==> config.mk <==
export PLATFORM = sky130hd
export DESIGN_NAME = spfa_ram
export DESIGN_NICKNAME = d
export VERILOG_FILES = /design/src/design/spfa_ram.sv
export SDC_FILE = /design/constraint.sdc
export NUM_CORES = 1
export LEC_CHECK = 0
export ABC_CLOCK_PERIOD_IN_PS = 3600
export BUFFER_PORTS_ARGS = -buffer_cell sky130_fd_sc_hd__buf_2
export CAP_MARGIN = 20
export CORE_ASPECT_RATIO = 1.5
export CORE_MARGIN = 1.5
export CORE_UTILIZATION = 45
export CTS_BUF_LIST = sky130_fd_sc_hd__clkbuf_2
export DETAILED_ROUTE_END_ITERATION = 10
export HOLD_SLACK_MARGIN = 0.12
export PLACE_DENSITY_LB_ADDON = 0.08
export SYNTH_ARGS = -nofsm -noshare
export SYNTH_HDL_FRONTEND = slang
export SYNTH_SLANG_ARGS = --single-unit
==> constraint.sdc <==
create_clock -name clk_i -period 3.6 [get_ports clk_i]
set_input_delay 0.36 -clock clk_i [delete_from_list [all_inputs] [get_ports clk_i]]
set_output_delay 0.36 -clock clk_i [all_outputs]
set_load 0.02 [all_outputs]
==> src/design/spfa_ram.sv <==
module spfa_ram #(
  parameter int unsigned Width = 8,
  parameter int unsigned Depth = 16
) (
  input  logic                     clk_i,
  input  logic                     we_i,
  input  logic [$clog2(Depth)-1:0] waddr_i,
  input  logic [Width-1:0]         wdata_i,
  input  logic [$clog2(Depth)-1:0] raddr_i,
  output logic [Width-1:0]         rdata_o
);

  logic [Width-1:0] mem_q [Depth];

  always_ff @(posedge clk_i) begin
    if (we_i) begin
      mem_q[waddr_i] <= wdata_i;
    end
    rdata_o <= mem_q[raddr_i];
  end

endmodule

==> results.sh, run 1 <==
export IMPL_ys_ff_latch=136
export IMPL_hold_viol=0
export IMPL_die_w_um=90.3
export IMPL_cp_num_buf_inv=1
export IMPL_tightest_slew_ns=0.974
export IMPL_hold_start="waddr_i[0]"
export IMPL_drive_above_1_share_pct=24.9
export IMPL_path_max_fanout=1
export IMPL_postRouteAntennaNets=0
export IMPL_grt_pass1_wl_um=15100
export IMPL_fin_worst_skew_ns=0.0360
export IMPL_synthDistinctLibCells=19
export IMPL_die_y_um=134
export IMPL_fin_nets=294
export IMPL_yosys_warnings=0
export IMPL_dr_total_vias=2380
export IMPL_io_buffers=25
export IMPL_fmax_mhz=639
export IMPL_maxSlewHeadroom_pct=34.8
export IMPL_cp_arrival_ns=1.21
export IMPL_place_area_um2=5420
export IMPL_async_flop_share_pct=0
export IMPL_period_share_pct=43.5
export IMPL_path_cells="buf_2"
export IMPL_crit_required_ns=3.24
export IMPL_r2r_setup_slack_ns=2.18
export IMPL_grt_pass1_vias=2473
export IMPL_io_pins=26
export IMPL_fin_area_um2=5650
export IMPL_crit_family="flip-flops"
export IMPL_critPathKind="reg -> out"
export IMPL_drt_wl_total_um=9760
export IMPL_setup_violations=0
export IMPL_final_setup_tns_ns=0
export IMPL_synth_edff_count=128
export IMPL_dr_first_iter_drc_count=123
export IMPL_cts_buffers=17
export IMPL_drtPass1Iterations=4
export IMPL_antenna_found_initial=1
export IMPL_n_fill_cell=902
export IMPL_gr_usage_all_layers_pct=18.0
export IMPL_syn_area_per_cell_um2=22.5
export IMPL_yosysSeqAreaShare_pct=77.8
export IMPL_design_core_area_um2=11100
export IMPL_rr_worst_depth=3
export IMPL_rr_startpoint="mem_q[2][3]"
export IMPL_clk_pin_slew_ns=0.18
export IMPL_status="finished, final reports clean"
export IMPL_syn_to_final_growth_pct=9.80
export IMPL_synth_fp_nets=247
export IMPL_p_leak_nw=1.87
export IMPL_viasPerCell=5.45
export IMPL_worstSkewPairLatency_ns=0.66
export IMPL_synthMostInstantiatedCell="edfxtp_1"
export IMPL_dp_hpwl_um=6280
export IMPL_htree_levels=4
export IMPL_synth_cells=229
export IMPL_cts_sinks=136
export IMPL_power_density_nw_per_um2=460
export IMPL_grt_max_degree=33
export IMPL_cts_root_buf="clkbuf_2"
export IMPL_place_congestion=0.732
export IMPL_grt_overflow_total=0
export IMPL_drc=0
export IMPL_cp_start_kind="register"
export IMPL_min_period_ns=1.57
export IMPL_cts_tree="built"
export IMPL_clock_path_buffers=2
export IMPL_hp_class="in -> reg"
export IMPL_initial_utilization_pct=46.3
export IMPL_dominantRegCellSynth="edfxtp_1"
export IMPL_yosys_top_cells_count="edfxtp_1, mux4_2, a22oi_1"
export IMPL_die_area_um2=12100
export IMPL_wl_per_cell_um=22.3
export IMPL_endpoint_kind="primary output"
export IMPL_synthDominantCellAreaShare_pct=74.7
export IMPL_synth_area_leaders="edfxtp_1, mux4_2, mux4_1"
export IMPL_slowest_delay_ns=0.37
export IMPL_ir_drop_uv=259
export IMPL_hold_path_cell_count=3
export IMPL_max_cap_violations=0
export IMPL_slew_violations=0
export IMPL_rr_endpoint="rdata_o[3]"
export IMPL_crit_path_top_delay_cell="dfxtp_1"
export IMPL_hold_path_end="mem_q[0][3]"
export IMPL_synth_top_cell_by_area="edfxtp_1"
export IMPL_syn_area_um2=5150
export IMPL_grt_setup_unrepaired="no"
export IMPL_num_rows=47
[layer usage]
layer  GRT usage, %  vias to the layer above  part of all wire, %
met1           23.0                     1218                   43
li1               -                     1070                    -
met2           29.3                       77                   51
met5              0                        -                    0
met3           4.71                       15                  4.2
met4           7.85                        0                  2.1
[registers in the layout, indices dropped and copies added (netlist names)]
signal,cells
mem_q,128
rdata_o,8
[what timing repair did]
item / in CTS / in global routing
gates resized for setup: 0 / 0
setup buffers: 0 / 0
endpoints found under the hold margin: 128 / 0
hold buffers: 8 / 0
[layout make-up]
cell class                      count  area (µm²)  share of cell area, %
Sequential cell                   136        4000                   70.8
Multi-Input combinational cell     83        1060                   18.7
Timing Repair Buffer               38         255                   4.52
Tap cell                          147         184                   3.25
Clock buffer                       21         105                   1.86
Clock inverter                     11        43.8                  0.775
Antenna cell                        1        2.50                 0.0443
[report_power, final]
part,internal [W],total [W],leakage [nW],switching (W)
Clock,0.000167,0.000648,0.109,0.000481
Sequential,0.00177,0.00178,1.22,0.00000961
Combinational,0.0000717,0.000175,0.534,0.000103
[cell families after synthesis]
| group | synth area share [%] |
|---|---|
| and+or+nand+nor | 3.18 |
| DFF | 77.8 |
| muxes | 15.0 |
| AOI/OAI and AO/OA | 2.33 |
| buffers and inverters | 1.68 |
[through the flow]
step | utilization (%) | total power (W) | instances | setup WS (ns) | hold slack [ns]
floorplan | - | 0.00191 | 229 | 1.75 | 0.459
global placement | 48.8 | 0.00198 | 396 | 1.45 | 0.665
detailed placement | 48.8 | 0.00199 | 396 | 1.43 | 0.666
CTS | 50.8 | 0.00264 | 436 | 1.96 | 0.173
global route | 50.8 | 0.00272 | 437 | 1.91 | 0.184
finish | 50.8 | 0.00260 | 437 | 2.03 | 0.253
[worst max path at each step]
stage	startpoint	end	slack (ns)	cells after the start
final	rdata_o[0]	rdata_o[0]	2.03	1
after floorplan	waddr_i[2]	mem_q[0][0]	1.75	2
after global placement	raddr_i[0]	rdata_o[5]	1.45	5
after global routing	rdata_o[7]	rdata_o[7]	1.91	1
after CTS	rdata_o[0]	rdata_o[0]	1.96	1
after detailed placement	raddr_i[0]	rdata_o[5]	1.43	5
[cells in the final DEF, fill, tap and decap left out, types with 2 or more instances in the layout]
master         count
nand2b_1           2
a22oi_1           16
dlygate4sd3_1      8
mux4_1            14
clkbuf_2          21
nand2_1            9
edfxtp_1         128
clkinv_2           2
nor3_1             4
clkinv_1           9
buf_4              4
nand3b_1           2
mux4_2            18
buf_2             25
dfxtp_1            8
nor2_1            13
(Power assumes the default switching activity.)
==> run 2, diff against run 1 <==
ABC_CLOCK_PERIOD_IN_PS = 1300   (was 3600)
clock period = 1.3 ns   (was 3.6 ns; I/O delays follow)
==> run 2 against run 1 <==
Net effect:
- worst hold slack worse by 0.058 ns
- routed wire length up 5.5%
- highest routed layer unchanged
- via count up 5.0%
- core utilization up 5.2 points
- die area unchanged
==> results.sh, run 2 (same netlist as run 1, synthesis figures left out) <==
export IMPL_final_common_cell="edfxtp_1"
export IMPL_grt_max_degree=21
export IMPL_regMostFlops="mem_q"
export IMPL_place_area_um2=5730
export IMPL_worstSkewPairLatency_ns=0.66
export IMPL_cts_buffers=17
export IMPL_maxSlewHeadroom_pct=35.8
export IMPL_clock_path_buffers=2
export IMPL_grt_setup_unrepaired="yes"
export IMPL_cts_sinks=136
export IMPL_pre_cts_ws_ns=-0.268
export IMPL_drc=0
export IMPL_largest_register_ffs=128
export IMPL_fin_nets=331
export IMPL_dp_hpwl_um=6890
export IMPL_fin_area_um2=6230
export IMPL_switchingPower_w=0.00181
export IMPL_htree_levels=4
export IMPL_power_frac_comb_pct=7.6
export IMPL_min_period_ns=1.29
export IMPL_fmax_mhz=773
export IMPL_antenna_found_initial=1
export IMPL_clk_pin_slew_ns=0.18
export IMPL_cts_root_buf="clkbuf_2"
export IMPL_viasPerCell=5.27
export IMPL_power_internal_w=0.00647
export IMPL_drive_above_1_share_pct=43.6
export IMPL_path_cells="buf_6"
export IMPL_p_leak_nw=2.10
export IMPL_cts_tree="built"
export IMPL_hp_class="in -> reg"
export IMPL_design_core_area_um2=11100
export IMPL_slew_violations=0
export IMPL_power_density_nw_per_um2=1330
export IMPL_power_frac_seq_pct=59.7
export IMPL_fin_worst_skew_ns=0.0174
export IMPL_swShare_pct=21.9
export IMPL_post_cts_setup_buffers=0
export IMPL_place_congestion=0.715
export IMPL_grt_pass1_vias=2769
export IMPL_gr_usage_all_layers_pct=18.8
export IMPL_io_pins=26
export IMPL_reg_top3="mem_q x128, rdata_o x8"
export IMPL_drtPass1Iterations=4
export IMPL_crit_required_ns=1.17
export IMPL_endpoint_kind="primary output"
export IMPL_fin_ws_ns=0.00650
export IMPL_dpl_cell_count=425
export IMPL_utilization_pct=56.0
export IMPL_hold_viol=0
export IMPL_crit_family="flip-flops"
export IMPL_critPathKind="reg -> out"
export IMPL_die_y_um=134
export IMPL_die_w_um=90.3
export IMPL_final_cell_mix="edfxtp_1, mux4_2, buf_4"
export IMPL_tightest_slew_ns=0.960
export IMPL_clockPowerShare_pct=32.7
export IMPL_num_rows=47
export IMPL_cp_start_kind="register"
export IMPL_syn_to_final_growth_pct=21.0
export IMPL_initial_utilization_pct=46.3
export IMPL_io_buffers=25
export IMPL_wl_per_cell_um=21.7
export IMPL_grt_pass1_wl_um=16000
export IMPL_hold_ws_ns=0.194
export IMPL_postRouteAntennaNets=0
export IMPL_drt_wl_total_um=10300
export IMPL_cp_num_buf_inv=1
export IMPL_path_max_fanout=1
export IMPL_ir_drop_uv=850
export IMPL_crit_path_top_delay_cell="dfxtp_2"
export IMPL_dr_total_vias=2500
export IMPL_setup_violations=0
export IMPL_dr_first_iter_drc_count=185
export IMPL_max_cap_violations=0
export IMPL_period_share_pct=99.5
export IMPL_final_cells=474
export IMPL_die_area_um2=12100
export IMPL_slowest_delay_ns=0.40
export IMPL_cp_arrival_ns=1.16
export IMPL_grt_overflow_total=0
export IMPL_status="finished, final reports clean"
==> run 2: layout make-up <==
class | instances | area (µm²)
Clock buffer | 18 | 90.1
Tap cell | 147 | 184
Multi-Input combinational cell | 83 | 1080
Antenna cell | 1 | 2.50
Fill cell | 877 | 4890
Timing Repair Buffer | 75 | 678
Sequential cell | 136 | 4010
Clock inverter | 14 | 180
==> run 2: routing by layer <==
metal | share of wire [%] | up-vias | global-route usage, %
li1 | - | 1131 | -
met1 | 41 | 1289 | 21.9
met2 | 53 | 59 | 32.2
met3 | 3.6 | 21 | 5.84
met4 | 2.6 | 0 | 8.20
met5 | 0 | - | 0
==> run 2: worst paths after layout <==
kind / from / end / slack (ns) / cells after the start
worst max register to register: mem_q[11][0] / rdata_o[0] / 0.02 / 3
worst max-delay path: rdata_o[3] / rdata_o[3] / 0.006 / 1
worst min-delay path: raddr_i[0] / rdata_o[4] / 0.19 / 5
worst min register to register: mem_q[15][1] / rdata_o[1] / 0.70 / 3
==> run 2: tightest hold or removal path: cells and delay by family <==
family	cells	cell delay (ns)
buf+inv	2	0.36
compound gates	1	0.05
simple gates	1	0.06
mux	1	0.24
==> run 2: what timing repair did <==
item                       4_1_cts  5_1_grt
pin swaps                        3        8
hold buffers                    16        0
hold endpoints to repair       202        0
resized for setup               38       10
gates cloned                     0        0
setup endpoints to repair       15       16
==> run 2: per-stage QoR <==
stage / TNS [ns] / power [W]
after global routing: -0.787 / 0.00859
after global placement: -4.14 / 0.00555
after CTS: -0.354 / 0.00836
after detailed placement: -5.28 / 0.00557
after floorplan: -2.94 / 0.00530
final: 0 / 0.00828
==> run 2: power by group through the flow <==
| stage | logic, W | clock network [W] | registers [W] |
|---|---|---|---|
| 6_report | 0.000630 | 0.00271 | 0.00494 |
| 5_1_grt | 0.000676 | 0.00296 | 0.00495 |
| 2_1_floorplan | 0.000250 | 0 | 0.00505 |
| 4_1_cts | 0.000629 | 0.00278 | 0.00495 |
| 3_3_place_gp | 0.000529 | 0 | 0.00503 |
| 3_5_place_dp | 0.000537 | 0 | 0.00503 |
==> run 3, diff against run 2 <==
CORE_ASPECT_RATIO = 1.2   (was 1.5)
==> run 3 against run 2 <==
Net effect:
- the run now ends with setup timing left
- total power is 2.2% lower
- critical path type unchanged
- cell area is 0.44% lower
- clock power is 7% lower
- critical path depth stayed put
- cell count is 1.9% higher
==> results.sh, run 3 (same netlist as run 1, synthesis figures left out) <==
export IMPL_gr_usage_all_layers_pct=18.8
export IMPL_period_share_pct=102
export IMPL_power_density_nw_per_um2=1310
export IMPL_dpl_cell_count=434
export IMPL_critPathKind="reg -> out"
export IMPL_cts_root_buf="clkbuf_2"
export IMPL_endpoint_kind="primary output"
export IMPL_grt_pass1_wl_um=15400
export IMPL_crit_path_top_delay_cell="dfxtp_2"
export IMPL_setup_violations=2
export IMPL_die_w_um=101
export IMPL_final_cells=483
export IMPL_worstSkewPairLatency_ns=0.68
export IMPL_drt_wl_total_um=10300
export IMPL_design_core_area_um2=11100
export IMPL_fin_nets=333
export IMPL_rr_worst_depth=3
export IMPL_drc=0
export IMPL_regMostFlops="mem_q"
export IMPL_slowest_delay_ns=0.40
export IMPL_p_leak_nw=2.10
export IMPL_io_pins=26
export IMPL_crit_family="flip-flops"
export IMPL_dr_total_vias=2526
export IMPL_n_fill_cell=880
export IMPL_die_y_um=120
export IMPL_path_cells="buf_6"
export IMPL_syn_to_final_growth_pct=20.4
export IMPL_path_max_fanout=1
export IMPL_ir_drop_uv=784
export IMPL_wl_per_cell_um=21.2
export IMPL_clock_path_buffers=2
export IMPL_antenna_found_initial=1
export IMPL_maxSlewHeadroom_pct=35.4
export IMPL_grt_pass1_vias=2653
export IMPL_fin_ws_ns=-0.0246
export IMPL_clk_pin_slew_ns=0.19
export IMPL_dp_hpwl_um=6700
export IMPL_largest_register_ffs=128
export IMPL_dr_first_iter_drc_count=153
export IMPL_postRouteAntennaNets=0
export IMPL_fmax_mhz=755
export IMPL_tightest_slew_ns=0.966
export IMPL_status="finished with violations"
export IMPL_viasPerCell=5.23
export IMPL_crit_required_ns=1.17
export IMPL_final_common_cell="edfxtp_1"
export IMPL_grt_max_degree=18
export IMPL_cp_num_buf_inv=1
export IMPL_drtPass1Iterations=4
export IMPL_grt_overflow_total=0
export IMPL_hold_viol=0
export IMPL_final_setup_tns_ns=-0.0337
export IMPL_slew_violations=0
export IMPL_max_cap_violations=0
export IMPL_reg_top3="mem_q x128, rdata_o x8"
export IMPL_die_area_um2=12100
export IMPL_rr_endpoint="rdata_o[6]"
export IMPL_min_period_ns=1.32
export IMPL_initial_utilization_pct=46.4
export IMPL_place_congestion=0.762
export IMPL_cp_start_kind="register"
export IMPL_final_cell_mix="edfxtp_1, buf_4, mux4_2"
export IMPL_grt_setup_unrepaired="yes"
export IMPL_num_rows=42
export IMPL_drive_above_1_share_pct=44.2
export IMPL_hp_class="in -> reg"
export IMPL_cp_endpoint="rdata_o[3]"
export IMPL_htree_levels=4
export IMPL_violations="setup timing"
export IMPL_io_buffers=25
export IMPL_pre_cts_ws_ns=-0.306
export IMPL_path_depth=1
export IMPL_cts_buffers=17
export IMPL_cts_tree="built"
export IMPL_hold_buffers=17
export IMPL_fin_worst_skew_ns=0.0210
export IMPL_rr_startpoint="mem_q[8][6]"
export IMPL_r2r_setup_slack_ns=0.01
export IMPL_cts_sinks=136
export IMPL_cp_arrival_ns=1.19
export IMPL_startpoint="rdata_o[3]"
-- run 3: cell count changes in the layout (fill, tap and decap cells not counted), sizes merged --
cell,change
buf,+2
bufinv,-1
clkbuf,-1
clkinv,+2
clkinvlp,+1
dlygate4sd3,-1
dlymetal6s4s,+1
inv,-1
-- run 3: worst min path at each step --
stage,start,to,slack (ns),depth (start not counted)
floorplan,wdata_i[0],mem_q[0][0],0.23,0
global placement,wdata_i[5],mem_q[6][5],0.52,1
detailed placement,wdata_i[7],mem_q[13][7],0.54,1
CTS,waddr_i[3],mem_q[4][3],0.13,5
global route,waddr_i[2],mem_q[0][1],-0.02,4
finish,waddr_i[2],mem_q[0][1],0.03,4
-- run 3: layout make-up --
class / instances / area (µm²) / share of cell area [%]
tap: 154 / 193 / 3.11
antenna: 1 / 2.50 / 0.0404
sequential: 136 / 4010 / 64.7
clock inverter: 15 / 160 / 2.58
multi-input combinational: 83 / 1090 / 17.5
timing repair buffer: 77 / 658 / 10.6
clock buffer: 17 / 85.1 / 1.37
-- run 3: timing repair --
item                       in CTS  in global routing
hold endpoints to repair      253                  8
cloned                          0                  0
buffers inserted                0                  0
setup endpoints to repair      14                 23
resized for setup              37                 12
pin swaps                       3                  5
-- run 3: stage by stage --
step | hold slack (ns) | cell area, µm² | total power [W] | util (%)
global route | -0.0191 | 6200 | 0.00837 | 55.9
finish | 0.0321 | 6200 | 0.00809 | 55.9
CTS | 0.126 | 6200 | 0.00817 | 55.9
detailed placement | 0.535 | 5710 | 0.00556 | 51.5
floorplan | 0.229 | 5160 | 0.00530 | -
global placement | 0.517 | 5710 | 0.00555 | 51.5
-- run 3: where the power goes --
part,total [W],switching [W],internal (W)
Combinational,0.000629,0.000320,0.000309
Clock,0.00252,0.00148,0.00104
Sequential,0.00494,0.0000407,0.00490
-- run 3: layer usage --
| layer | global-route usage (%) | part of all wire [%] |
|---|---|---|
| met1 | 24.3 | 43 |
| met2 | 30.3 | 51 |
| met3 | 5.24 | 5.0 |
| met4 | 6.87 | 1.4 |
| met5 | 0 | 0 |
